## src/rtl/cfe_pkg.sv

```systemverilog
// ----------------------------------------------------------------------------
// cfe_pkg
// Shared types and constants of the color fade envelope block.
// ----------------------------------------------------------------------------
package cfe_pkg;

  localparam int unsigned COEF_BITS_DEF = 16;
  localparam int unsigned CHANNEL_BITS  = 8;

  localparam int unsigned CFG_IDX_W  = 3;
  localparam int unsigned CFG_DATA_W = 32;
  localparam int unsigned TIME_W     = 32;
  localparam int unsigned TICKS_W    = 24;
  localparam int unsigned COLOR_W    = 32;
  localparam int unsigned OUT_CH_W   = CHANNEL_BITS;

  localparam logic [CFG_IDX_W-1:0] REG_START_TIME       = 3'd0;
  localparam logic [CFG_IDX_W-1:0] REG_ATTACK_TICKS     = 3'd1;
  localparam logic [CFG_IDX_W-1:0] REG_SUSTAIN_TICKS    = 3'd2;
  localparam logic [CFG_IDX_W-1:0] REG_RELEASE_TICKS    = 3'd3;
  localparam logic [CFG_IDX_W-1:0] REG_START_COLOR      = 3'd4;
  localparam logic [CFG_IDX_W-1:0] REG_FINAL_COLOR      = 3'd5;
  localparam logic [CFG_IDX_W-1:0] REG_RUN_BEFORE_START = 3'd6;

  localparam logic [TICKS_W-1:0] SUSTAIN_RESET     = 24'd1000000;
  localparam logic [COLOR_W-1:0] START_COLOR_RESET = 32'hFFFF_FFFF;

  localparam logic [1:0] PH_ATTACK  = 2'd0;
  localparam logic [1:0] PH_SUSTAIN = 2'd1;
  localparam logic [1:0] PH_RELEASE = 2'd2;
  localparam logic [1:0] PH_DONE    = 2'd3;

  localparam logic FUNC_FRAME   = 1'b0;
  localparam logic FUNC_TRIGGER = 1'b1;

  typedef struct packed {
    logic              func;
    logic [TIME_W-1:0] current_time;
  } cfe_in_t;

  typedef struct packed {
    logic                visible;
    logic [1:0]          phase;
    logic [OUT_CH_W-1:0] red;
    logic [OUT_CH_W-1:0] green;
    logic [OUT_CH_W-1:0] blue;
    logic [OUT_CH_W-1:0] alpha;
  } cfe_out_t;

  typedef struct packed {
    logic       load;
    logic       retrig;
    logic       eval;
    logic       sum_s;
    logic       classify;
    logic       div_step;
    logic       mix;
    logic [1:0] ch_idx;
    logic       push;
  } cfe_cmd_t;

  typedef struct packed {
    logic hidden;
    logic need_div;
  } cfe_stat_t;

endpackage

```

## src/rtl/cfe_ctrl.sv

```systemverilog
// ----------------------------------------------------------------------------
// cfe_ctrl
// Sequencer of the color fade envelope: accepts one transaction at a time,
// steps the datapath through evaluation, division and mixing, and owns the
// output valid flag.
// ----------------------------------------------------------------------------
module cfe_ctrl #(
  parameter int unsigned COEF_BITS = cfe_pkg::COEF_BITS_DEF
) (
  input  logic              clk_i,
  input  logic              rst_ni,
  input  logic              in_valid_i,
  output logic              in_ready_o,
  input  logic              in_func_i,
  output logic              out_valid_o,
  input  logic              out_ready_i,
  output cfe_pkg::cfe_cmd_t cmd_o,
  input  cfe_pkg::cfe_stat_t stat_i
);
  import cfe_pkg::*;

  localparam int unsigned DCW = $clog2(COEF_BITS + 1);

  localparam logic [2:0] S_IDLE  = 3'd0;
  localparam logic [2:0] S_EVAL  = 3'd1;
  localparam logic [2:0] S_SUMS  = 3'd2;
  localparam logic [2:0] S_CLASS = 3'd3;
  localparam logic [2:0] S_DIV   = 3'd4;
  localparam logic [2:0] S_MIX   = 3'd5;
  localparam logic [2:0] S_PUSH  = 3'd6;

  logic [2:0]     state_q, state_d;
  logic [DCW-1:0] dcnt_q, dcnt_d;
  logic [1:0]     ccnt_q, ccnt_d;
  logic           out_valid_q, out_valid_d;
  logic           accept;

  assign in_ready_o  = (state_q == S_IDLE);
  assign out_valid_o = out_valid_q;
  assign accept      = in_valid_i && in_ready_o;

  always_comb begin
    state_d     = state_q;
    dcnt_d      = dcnt_q;
    ccnt_d      = ccnt_q;
    out_valid_d = out_valid_q && !out_ready_i;
    cmd_o       = '0;
    cmd_o.ch_idx = ccnt_q;
    unique case (state_q)
      S_IDLE: begin
        if (accept) begin
          if (in_func_i == FUNC_TRIGGER) begin
            cmd_o.retrig = 1'b1;
          end else begin
            cmd_o.load = 1'b1;
            state_d    = S_EVAL;
          end
        end
      end
      S_EVAL: begin
        cmd_o.eval = 1'b1;
        state_d    = stat_i.hidden ? S_PUSH : S_SUMS;
      end
      S_SUMS: begin
        cmd_o.sum_s = 1'b1;
        state_d     = S_CLASS;
      end
      S_CLASS: begin
        cmd_o.classify = 1'b1;
        dcnt_d         = '0;
        ccnt_d         = '0;
        state_d        = stat_i.need_div ? S_DIV : S_MIX;
      end
      S_DIV: begin
        cmd_o.div_step = 1'b1;
        dcnt_d         = dcnt_q + 1'b1;
        if (dcnt_q == DCW'(COEF_BITS)) begin
          state_d = S_MIX;
        end
      end
      S_MIX: begin
        cmd_o.mix = 1'b1;
        ccnt_d    = ccnt_q + 1'b1;
        if (ccnt_q == 2'd3) begin
          state_d = S_PUSH;
        end
      end
      S_PUSH: begin
        if (!out_valid_q || out_ready_i) begin
          cmd_o.push  = 1'b1;
          out_valid_d = 1'b1;
          state_d     = S_IDLE;
        end
      end
      default: begin
        state_d = S_IDLE;
      end
    endcase
  end

  always_ff @(posedge clk_i or negedge rst_ni) begin
    if (!rst_ni) begin
      state_q     <= S_IDLE;
      dcnt_q      <= '0;
      ccnt_q      <= '0;
      out_valid_q <= 1'b0;
    end else begin
      state_q     <= state_d;
      dcnt_q      <= dcnt_d;
      ccnt_q      <= ccnt_d;
      out_valid_q <= out_valid_d;
    end
  end

endmodule

```

## src/rtl/cfe_datapath.sv

```systemverilog
// ----------------------------------------------------------------------------
// cfe_datapath
// Configuration registers, envelope state, phase classification, a restoring
// divider for the blend coefficient, a one-multiplier channel mixer and the
// output register.
// ----------------------------------------------------------------------------
module cfe_datapath #(
  parameter int unsigned COEF_BITS    = cfe_pkg::COEF_BITS_DEF
) (
  input  logic                                clk_i,
  input  logic                                rst_ni,
  input  logic                                cfg_we_i,
  input  logic [cfe_pkg::CFG_IDX_W-1:0]       cfg_idx_i,
  input  logic [cfe_pkg::CFG_DATA_W-1:0]      cfg_data_i,
  input  cfe_pkg::cfe_in_t                    in_data_i,
  input  cfe_pkg::cfe_cmd_t                   cmd_i,
  output cfe_pkg::cfe_stat_t                  stat_o,
  output cfe_pkg::cfe_out_t                   out_data_o
);
  import cfe_pkg::*;

  localparam int unsigned REM_W = TICKS_W + 1;
  localparam int unsigned CF_W  = COEF_BITS + 1;
  localparam int unsigned MW    = CHANNEL_BITS + COEF_BITS + 4;
  localparam int unsigned SH0   = 3 * CHANNEL_BITS;
  localparam int unsigned SH1   = 2 * CHANNEL_BITS;
  localparam int unsigned SH2   = CHANNEL_BITS;

  logic [TICKS_W-1:0]  att_q, sus_q, rel_q;
  logic [COLOR_W-1:0]  scol_q, fcol_q;
  logic                rbs_q, started_q;
  logic [TIME_W-1:0]   origin_q, last_q, t_q;
  logic [TIME_W:0]     a_end_q;
  logic [TIME_W+1:0]   s_end_q;
  logic [REM_W-1:0]    rem_q;
  logic [TICKS_W-1:0]  den_q;
  logic [CF_W-1:0]     coef_q;
  logic [1:0]          phase_q;
  logic                vis_q;
  logic [OUT_CH_W-1:0] ch_q [4];
  cfe_out_t            out_q;

  logic [TIME_W-1:0]   orig_eff;
  logic                hidden;
  logic [TIME_W+2:0]   t_ext, r_end;
  logic                in_att, in_sus, in_rel, t_le_o;
  logic [TIME_W-1:0]   t_minus_o;
  logic [TIME_W+2:0]   r_minus_t;
  logic                div_ge;
  logic [REM_W-1:0]    div_diff;

  logic [CHANNEL_BITS-1:0]         s_ch, f_ch;
  logic signed [CHANNEL_BITS:0]    ch_diff;
  logic signed [COEF_BITS+1:0]     coef_s;
  logic signed [CHANNEL_BITS+COEF_BITS+2:0] prod;
  logic [MW-1:0]                   mix_v;
  logic [CHANNEL_BITS-1:0]         mix_ch;

  function automatic logic [CHANNEL_BITS-1:0] chan_of(input logic [COLOR_W-1:0] color,
                                                      input logic [1:0] idx);
    logic [2*COLOR_W-1:0] ext;
    logic [2*COLOR_W-1:0] sh;
    ext = {{COLOR_W{1'b0}}, color};
    unique case (idx)
      2'd0:    sh = ext >> SH0;
      2'd1:    sh = ext >> SH1;
      2'd2:    sh = ext >> SH2;
      default: sh = ext;
    endcase
    return sh[CHANNEL_BITS-1:0];
  endfunction

  assign orig_eff = started_q ? origin_q : t_q;
  assign hidden   = (t_q <= origin_q) && !rbs_q;

  assign t_ext     = {3'b000, t_q};
  assign r_end     = {1'b0, s_end_q} + (TIME_W + 3)'(rel_q);
  assign in_att    = t_ext <= {2'b00, a_end_q};
  assign in_sus    = t_ext <= {1'b0, s_end_q};
  assign in_rel    = t_ext <= r_end;
  assign t_le_o    = t_q <= origin_q;
  assign t_minus_o = t_q - origin_q;
  assign r_minus_t = r_end - t_ext;

  assign div_ge   = rem_q >= {1'b0, den_q};
  assign div_diff = div_ge ? (rem_q - {1'b0, den_q}) : rem_q;

  assign stat_o.hidden   = hidden;
  assign stat_o.need_div = (in_att && (att_q != '0) && !t_le_o) || (!in_att && !in_sus && in_rel);

  assign s_ch    = chan_of(scol_q, cmd_i.ch_idx);
  assign f_ch    = chan_of(fcol_q, cmd_i.ch_idx);
  assign ch_diff = $signed({1'b0, s_ch}) - $signed({1'b0, f_ch});
  assign coef_s  = $signed({1'b0, coef_q});
  assign prod    = ch_diff * coef_s;
  assign mix_v   = (MW'(f_ch) << COEF_BITS) + MW'(prod) + (MW'(1) << (COEF_BITS - 1));
  assign mix_ch  = mix_v[COEF_BITS +: CHANNEL_BITS];

  always_ff @(posedge clk_i or negedge rst_ni) begin
    if (!rst_ni) begin
      att_q     <= '0;
      sus_q     <= SUSTAIN_RESET;
      rel_q     <= '0;
      scol_q    <= START_COLOR_RESET;
      fcol_q    <= '0;
      rbs_q     <= 1'b0;
      started_q <= 1'b0;
      origin_q  <= '0;
      last_q    <= '0;
    end else begin
      if (cfg_we_i) begin
        unique case (cfg_idx_i)
          REG_START_TIME:       origin_q <= cfg_data_i[TIME_W-1:0];
          REG_ATTACK_TICKS:     att_q    <= cfg_data_i[TICKS_W-1:0];
          REG_SUSTAIN_TICKS:    sus_q    <= cfg_data_i[TICKS_W-1:0];
          REG_RELEASE_TICKS:    rel_q    <= cfg_data_i[TICKS_W-1:0];
          REG_START_COLOR:      scol_q   <= cfg_data_i[COLOR_W-1:0];
          REG_FINAL_COLOR:      fcol_q   <= cfg_data_i[COLOR_W-1:0];
          REG_RUN_BEFORE_START: rbs_q    <= cfg_data_i[0];
          default: ;
        endcase
      end else if (cmd_i.retrig) begin
        origin_q <= last_q;
      end else if (cmd_i.eval && !hidden) begin
        started_q <= 1'b1;
        origin_q  <= orig_eff;
      end
      if (cmd_i.load) begin
        last_q <= in_data_i.current_time;
      end
    end
  end

  always_ff @(posedge clk_i) begin
    if (cmd_i.load) begin
      t_q <= in_data_i.current_time;
    end
    if (cmd_i.eval) begin
      a_end_q <= {1'b0, orig_eff} + (TIME_W + 1)'(att_q);
      vis_q   <= !hidden;
      phase_q <= PH_ATTACK;
      for (int i = 0; i < 4; i++) begin
        ch_q[i] <= '0;
      end
    end
    if (cmd_i.sum_s) begin
      s_end_q <= {1'b0, a_end_q} + (TIME_W + 2)'(sus_q);
    end
    if (cmd_i.classify) begin
      coef_q <= '0;
      if (in_att) begin
        phase_q <= PH_ATTACK;
        den_q   <= att_q;
        rem_q   <= REM_W'(t_minus_o);
        if (att_q == '0) begin
          coef_q <= CF_W'(1) << COEF_BITS;
        end
      end else if (in_sus) begin
        phase_q <= PH_SUSTAIN;
        coef_q  <= CF_W'(1) << COEF_BITS;
      end else if (in_rel) begin
        phase_q <= PH_RELEASE;
        den_q   <= rel_q;
        rem_q   <= REM_W'(r_minus_t);
      end else begin
        phase_q <= PH_DONE;
      end
    end
    if (cmd_i.div_step) begin
      rem_q  <= {div_diff[REM_W-2:0], 1'b0};
      coef_q <= {coef_q[CF_W-2:0], div_ge};
    end
    if (cmd_i.mix) begin
      ch_q[cmd_i.ch_idx] <= OUT_CH_W'(mix_ch);
    end
    if (cmd_i.push) begin
      out_q.visible <= vis_q;
      out_q.phase   <= phase_q;
      out_q.red     <= ch_q[0];
      out_q.green   <= ch_q[1];
      out_q.blue    <= ch_q[2];
      out_q.alpha   <= ch_q[3];
    end
  end

  assign out_data_o = out_q;

endmodule

```

## src/rtl/color_fade_envelope_top.sv

```systemverilog
// ----------------------------------------------------------------------------
// color_fade_envelope_top
// Attack-sustain-release color fader with a linear crossfade between the
// final and start colors, driven by per-frame timestamps.
// ----------------------------------------------------------------------------
//  Channel  Direction  Handshake              Payload
//  in       input      in_valid_i/in_ready_o  cfe_in_t (func, current_time)
//  out      output     out_valid_o/out_ready_i cfe_out_t (visible, phase, RGBA)
//  cfg      input      cfg_we_i               cfg_idx_i, cfg_data_i
//
//  A hidden frame goes from evaluation straight to its push; a shown frame
//  first sums the phase ends, classifies, divides when needed and mixes.
//  The restoring divider gives one quotient bit per cycle, the shared channel
//  multiplier one channel per cycle. A trigger transaction gives no result.
//  Reset is asynchronous and active low. A result waits in the output
//  register while out_ready_i is low; the next frame stalls only at its push.
// ----------------------------------------------------------------------------
module color_fade_envelope_top #(
  parameter int unsigned COEF_BITS    = cfe_pkg::COEF_BITS_DEF
) (
  input  logic                           clk_i,
  input  logic                           rst_ni,
  input  logic                           cfg_we_i,
  input  logic [cfe_pkg::CFG_IDX_W-1:0]  cfg_idx_i,
  input  logic [cfe_pkg::CFG_DATA_W-1:0] cfg_data_i,
  input  logic                           in_valid_i,
  output logic                           in_ready_o,
  input  cfe_pkg::cfe_in_t               in_data_i,
  output logic                           out_valid_o,
  input  logic                           out_ready_i,
  output cfe_pkg::cfe_out_t              out_data_o
);
  import cfe_pkg::*;

  cfe_cmd_t  cmd;
  cfe_stat_t stat;

  cfe_ctrl #(
    .COEF_BITS(COEF_BITS)
  ) u_ctrl (
    .clk_i       (clk_i),
    .rst_ni      (rst_ni),
    .in_valid_i  (in_valid_i),
    .in_ready_o  (in_ready_o),
    .in_func_i   (in_data_i.func),
    .out_valid_o (out_valid_o),
    .out_ready_i (out_ready_i),
    .cmd_o       (cmd),
    .stat_i      (stat)
  );

  cfe_datapath #(
    .COEF_BITS   (COEF_BITS)
  ) u_dp (
    .clk_i      (clk_i),
    .rst_ni     (rst_ni),
    .cfg_we_i   (cfg_we_i),
    .cfg_idx_i  (cfg_idx_i),
    .cfg_data_i (cfg_data_i),
    .in_data_i  (in_data_i),
    .cmd_i      (cmd),
    .stat_o     (stat),
    .out_data_o (out_data_o)
  );

  // A trigger transaction never produces a result.
  assert property (@(posedge clk_i) disable iff (!rst_ni)
    (in_valid_i && in_ready_o && in_data_i.func == FUNC_TRIGGER) |=> !$rose(out_valid_o))
    else $error("result produced by a trigger transaction");

  // A frame transaction keeps the block busy on the following cycle.
  assert property (@(posedge clk_i) disable iff (!rst_ni)
    (in_valid_i && in_ready_o && in_data_i.func == FUNC_FRAME) |=> !in_ready_o)
    else $error("input accepted while a frame is in progress");

  // A hidden frame carries an all-zero payload.
  assert property (@(posedge clk_i) disable iff (!rst_ni)
    (out_valid_o && !out_data_o.visible) |->
      (out_data_o.phase == PH_ATTACK && out_data_o.red == '0 && out_data_o.green == '0 &&
       out_data_o.blue == '0 && out_data_o.alpha == '0))
    else $error("hidden frame with nonzero payload");

  // Control commands are mutually exclusive.
  assert property (@(posedge clk_i) disable iff (!rst_ni)
    $onehot0({cmd.load, cmd.retrig, cmd.eval, cmd.sum_s, cmd.classify, cmd.div_step,
              cmd.mix, cmd.push}))
    else $error("more than one datapath command issued");

endmodule

```

## config.mk

```make
export PLATFORM = sky130hd
export DESIGN_NAME = color_fade_envelope_top
export DESIGN_NICKNAME = d
export VERILOG_FILES = /design/src/rtl/cfe_pkg.sv /design/src/rtl/cfe_ctrl.sv /design/src/rtl/cfe_datapath.sv /design/src/rtl/color_fade_envelope_top.sv
export SDC_FILE = /design/constraint.sdc
export NUM_CORES = 1
export LEC_CHECK = 0
export CORE_UTILIZATION = 60
export DETAILED_ROUTE_END_ITERATION = 16
export DONT_BUFFER_PORTS = 1
export HOLD_SLACK_MARGIN = 0.03
export PLACE_DENSITY = 0.78
export REMOVE_ABC_BUFFERS = 1
export SYNTH_ARGS = -nofsm -noshare
export SYNTH_HDL_FRONTEND = slang
export SYNTH_SLANG_ARGS = --single-unit
```

## constraint.sdc

```tcl
create_clock -name clk_i -period 11.1 [get_ports clk_i]
set_input_delay 1.11 -clock clk_i [delete_from_list [all_inputs] [get_ports clk_i]]
set_output_delay 1.11 -clock clk_i [all_outputs]
set_load 0.1 [all_outputs]
```

# Word-level counts from Yosys, hierarchy flattened

Memories as Yosys holds them, arrays and structs flattened. A register that Yosys moved wholly into a read port is not among the register bits.
Index checks and enable logic that the tools add are counted.

Flip-flop bits (word level): 384
Bits of input ports: 73
Output and inout bits: 37
Memories: 1
RAM bits: 32
Word-level logic and storage cells: 165

$lt $le $gt $ge: 5
Add/subtract/negate cells: 11
Multiply operators: 1
Bitwise gates (word level): 2
Multiplexer cells: 56
Equal/unequal tests: 24
Reduce and logical (&&, ||, !) cells: 41

Memory list:

| name      | words | width | rd ports | clocked after Yosys merged registers in | write ports | RTL line           | source |
|---|---|---|---|---|---|---|---|
| u_dp.ch_q | 4     | 8     | 4        | 4                                       | 4           | cfe_datapath.sv:40 | `logic [OUT_CH_W-1:0] ch_q [4];` |

Operators by type and width:

| cell                     | count |
|---|---|
| $mux W32                 | 5 |
| $mux W25                 | 5 |
| $mux W24                 | 4 |
| $mux W17                 | 5 |
| $sub A25 B25 Y25         | 2 |
| $pmux W8 S3              | 2 |
| $add A34 B24 Y35         | 1 |
| $le A32 B35 Y1           | 1 |
| $add A33 B24 Y34         | 1 |
| $le A32 B34 Y1           | 1 |
| $add A32 B24 Y33         | 1 |
| $le A32 B33 Y1           | 1 |
| $le A32 B32 Y1           | 1 |
| $ge A25 B24 Y1           | 1 |
| $add A24 B16 Y24 const B | 1 |
| $add A24 B24 Y24         | 1 |
| $logic_not A24 Y1        | 1 |
| $mul A9 B18 Y24          | 1 |
| $reduce_bool A24 Y1      | 1 |
| $sub A24 B24 Y24         | 1 |
| $pmux W3 S7              | 1 |
| $eq A3 B3 Y1 const B     | 6 |
| $mux W1                  | 18 |
| $mux W3                  | 6 |
| 27 further kinds         | 72 |

# Logic depth before layout (Yosys ltp)

Depth in word-level cells: 7
Depth in mapped cells: 36
Gate-level depth less buffers: 35

# Hierarchy

From an unflattened synthesis, not the netlist that was laid out.

Cell total of the unflattened synthesis: 3286
Area, all modules: 33449.6 µm²

By module, submodules not included:

| module       | cells an instance | times used | area each (µm²) | sequential area each (µm²) |
|---|---|---|---|---|
| cfe_datapath | 3213              | 1          | 32766.4         | 12150.4 |
| cfe_ctrl     | 73                | 1          | 683.2           | 275.3 |

# Worst setup path after synthesis

Ideal clock, no wire load.

Path type: flip-flop to flip-flop
Start: reg u_ctrl.ccnt_q[0]
End: mem u_dp.ch_q[2][7] (netlist name), data pin
Setup time: 0.264 ns
Arrival: 7.859 ns
Data required time: 10.836 ns
Setup slack: 2.977 ns
Buffers on the path: 3
Clock period less this slack: 8.123 ns
Stages on the path, launching flop included: 36
Cells stage by stage: dfrtp_1 inv_1 ha_1 clkbuf_1 clkbuf_1 a222oi_1 nand2_1 o21ai_0 ha_1 nor2b_1 o21ai_0 a21boi_0 o21ai_0 a21oi_1 xor2_1 clkbuf_1 nand2_1 fa_1 fa_1 inv_1 fa_1 fa_1 inv_1 fa_1 inv_1 ha_1 nand2b_1 nor4_1 o31ai_1 o21a_1 a211oi_1 nor3_1 nor3_1 a21oi_1 xnor2_1 nor2_1

RTL lines:

| element                | RTL line           | source |
|---|---|---|
| start, declared        | cfe_ctrl.sv:34     | `logic [1:0] ccnt_q, ccnt_d;` |
| start signal, assigned | cfe_ctrl.sv:110    | `ccnt_q <= ccnt_d;` |
| end, declared          | cfe_datapath.sv:40 |  |

==> impl_metrics.toml <==
[run_status]
status = "finished, final reports clean"

[clocking]
cts_buffers = 50
cts_tree = "built"
post-cts-setup-buffer-count = 0
cts_num_sinks = 448
cts_resized = 0
root_buffer = "clkbuf_16"
htree_levels = 2
path_clk_slew_ns = 0.06
clock_latency_ns = 0.61
cts.path.max_buffers = 3
holdBufCountCts = 0

[worst_setup_path]
end_kind = "register"
max_stage_delay_ns = 0.89
arrival_ns = 9.95
crit_top_cell = "fa_1"
critPathLaunchType = "register"
cp_slowest_cell = "xor2_1"
cp_max_fo = 17
rrSetupSlack_ns = 1.46
cp.required_ns = 11.42
crit_type = "register to register"

[die]
die_x_um = 236
fp-row-count = 85
ioPinCount = 110
fp.coreArea_mm2 = 0.0540
start_util_pct = 60.9
die_h_um = 236
dieArea_mm2 = 0.0557

[logic_synthesis]
synth_warnings = 0
async_flop_share_pct = 47.5
synth.top_cell.area_share_pct = 21.4
netlist_area_mm2 = 0.0329
synth.distinct_cells = 90
syn_inst = 3259
syn_avg_cell_area_um2 = 10.1
synth_edf_count = 234
yosysMostFrequentCell = "inv_1"
synth.area.top_cells = "edfxtp_1 (21%), dfrtp_1 (13%), ha_1 (12%)"
synth_ff_type = "edfxtp_1"
yosys.area.top_type = "edfxtp_1"
ys_ff_latch = 448
synth_seq_area_share_pct = 37.8
synth.cells.most_frequent = "inv_1 (333), ha_1 (307), nand2_1 (305)"

[global_routing]
grt_usage_pct = 33.8
grt_pass1_vias = 25300
antenna_found_initial = 5
grt_pass1_wl_mm = 146
grt_max_degree = 214
grt-ovfl-total = 0

[timing]
post-route-period-util_pct = 86.8
drv_slew = 0
rsz0062_at_grt = "no"
worstMarginPinSlew_ns = 1.23
finClkSkew_ns = 0.0296
hold_violations = 0
max_freq_mhz = 104
finalSetupTns_ns = 0
setup_viol = 0
relSlewSlack_pct = 17.2
layout_min_cycle_time_ns = 9.64

[detailed_routing]
drc = 0
drt_iter0_markers = 2382
dr.pass1.iters = 11
routed_wl_mm = 93.1
final_antenna_net_count = 0
vias = 25400
wl_per_cell_um = 23.4
vias_per_cell = 6.38

[placement]
hpwl_mm = 70.0
routabilityCongestion = 0.940
io_buffers = 0

[layout]
utilization_pct = 65.5
syn_to_final_growth_pct = 7.62
diodes = 0
largest_reg_flops = 34
top_register = "u_dp.s_end_q"
reg_top3 = "u_dp.s_end_q: 34 flops, u_dp.a_end_q: 33 flops"
drive_above_1_share_pct = 12.0
fillers = 4195
fin_nets = 3739

[hold_path]
hp-class = "primary input to async pin"

[flow_run]
cap_violations = 0
## cell families after synthesis
kind of cell / count (synthesis) / share of synthesized area (%)
compound gates: 689 / 13.7
buf+inv: 433 / 5.02
mux: 225 / 7.59
xor+xnor: 164 / 4.37
fa+ha+maj: 426 / 18.9
simple gates: 874 / 12.6
flops: 448 / 37.8
## worst max-delay path, delay by kind of cell (launching register included)
family	cells	cell delay (ns)
DFF	1	0.45
xor gates and xnor gates	2	1.19
and+or+nand+nor	8	1.22
AOI/OAI and AO/OA	10	2.52
adders and majority gates	8	3.69
buffers and inverters	4	0.27
## cells in the final DEF (no fill, tap or decap), types with 8 or more instances in the layout
cell type,Yosys,layout
dfstp_2,39,39
o31ai_1,10,10
mux2_2,196,196
inv_1,333,332
edfxtp_1,234,234
nor2_1,210,207
clkbuf_16,0,54
o21a_1,25,24
nand3_1,47,47
clkbuf_1,77,8
nand2b_1,42,42
a31oi_1,13,13
nor3_1,31,28
nand2_1,305,305
o21ai_1,37,37
a21oi_1,168,168
xnor2_1,111,111
o21ai_0,142,142
dfrtp_1,174,173
and3_1,30,30
or2_2,14,14
nor2b_1,32,31
and2_1,76,75
fa_1,119,119
xor2_1,53,53
nand4_1,31,31
ha_1,307,307
o211ai_1,11,11
o221ai_1,31,31
clkinv_2,0,8
buf_4,1,27
mux2i_1,29,29
a211oi_1,16,16
o21bai_1,15,15
a21o_1,102,102
nor4_1,19,19
o22ai_1,17,17
a222oi_1,15,15
## final timing paths
kind	from	end	depth (start not counted)
worst max-delay path	u_ctrl.ccnt_q[0]	u_dp.ch_q[0][7]	32
worst min-delay path	rst_ni	u_dp.last_q[14]	0
worst min register to register	u_dp.ch_q[0][2]	out_data_o[26]	0
min in group clk_i	u_dp.ch_q[0][2]	out_data_o[26]	0
worst max register to register	u_ctrl.ccnt_q[0]	u_dp.ch_q[0][7]	32
max in group asynchronous	rst_ni	u_dp.scol_q[2]	0
## per-stage QoR
stage	instance area [um2]	hold WS [ns]	worst slack, ns	cells
6_report	35400	0.225	1.46	3978
5_1_grt	35400	0.207	0.853	3978
4_1_cts	35400	0.183	1.57	3978
3_5_place_dp	33700	0.405	1.72	3884
3_3_place_gp	33700	0.407	1.99	3884
2_1_floorplan	32500	0.400	2.97	3160
## layer usage
metal | global-route usage (%) | share of wire, % | vias up
li1 | - | - | 11400
met1 | 44.5 | 41 | 12500
met2 | 53.7 | 45 | 1186
met3 | 5.91 | 8.3 | 256
met4 | 17.0 | 5.5 | 8
met5 | 0 | 0.058 | -
## layout make-up
cell class              count  area, um2  share of cell area [%]
multi-input cells        2378      18900                    53.3
flip-flops and latches    448      12400                    35.1
clock buffers              64       1410                    3.98
inverters                 334       1250                    3.54
well taps                 696        871                    2.46
clock inverters            30        320                   0.905
repair buffers             28        230                   0.650
Power is not shown: default switching activity piles up to over one toggle a cycle in this logic, so the estimate is an artifact.
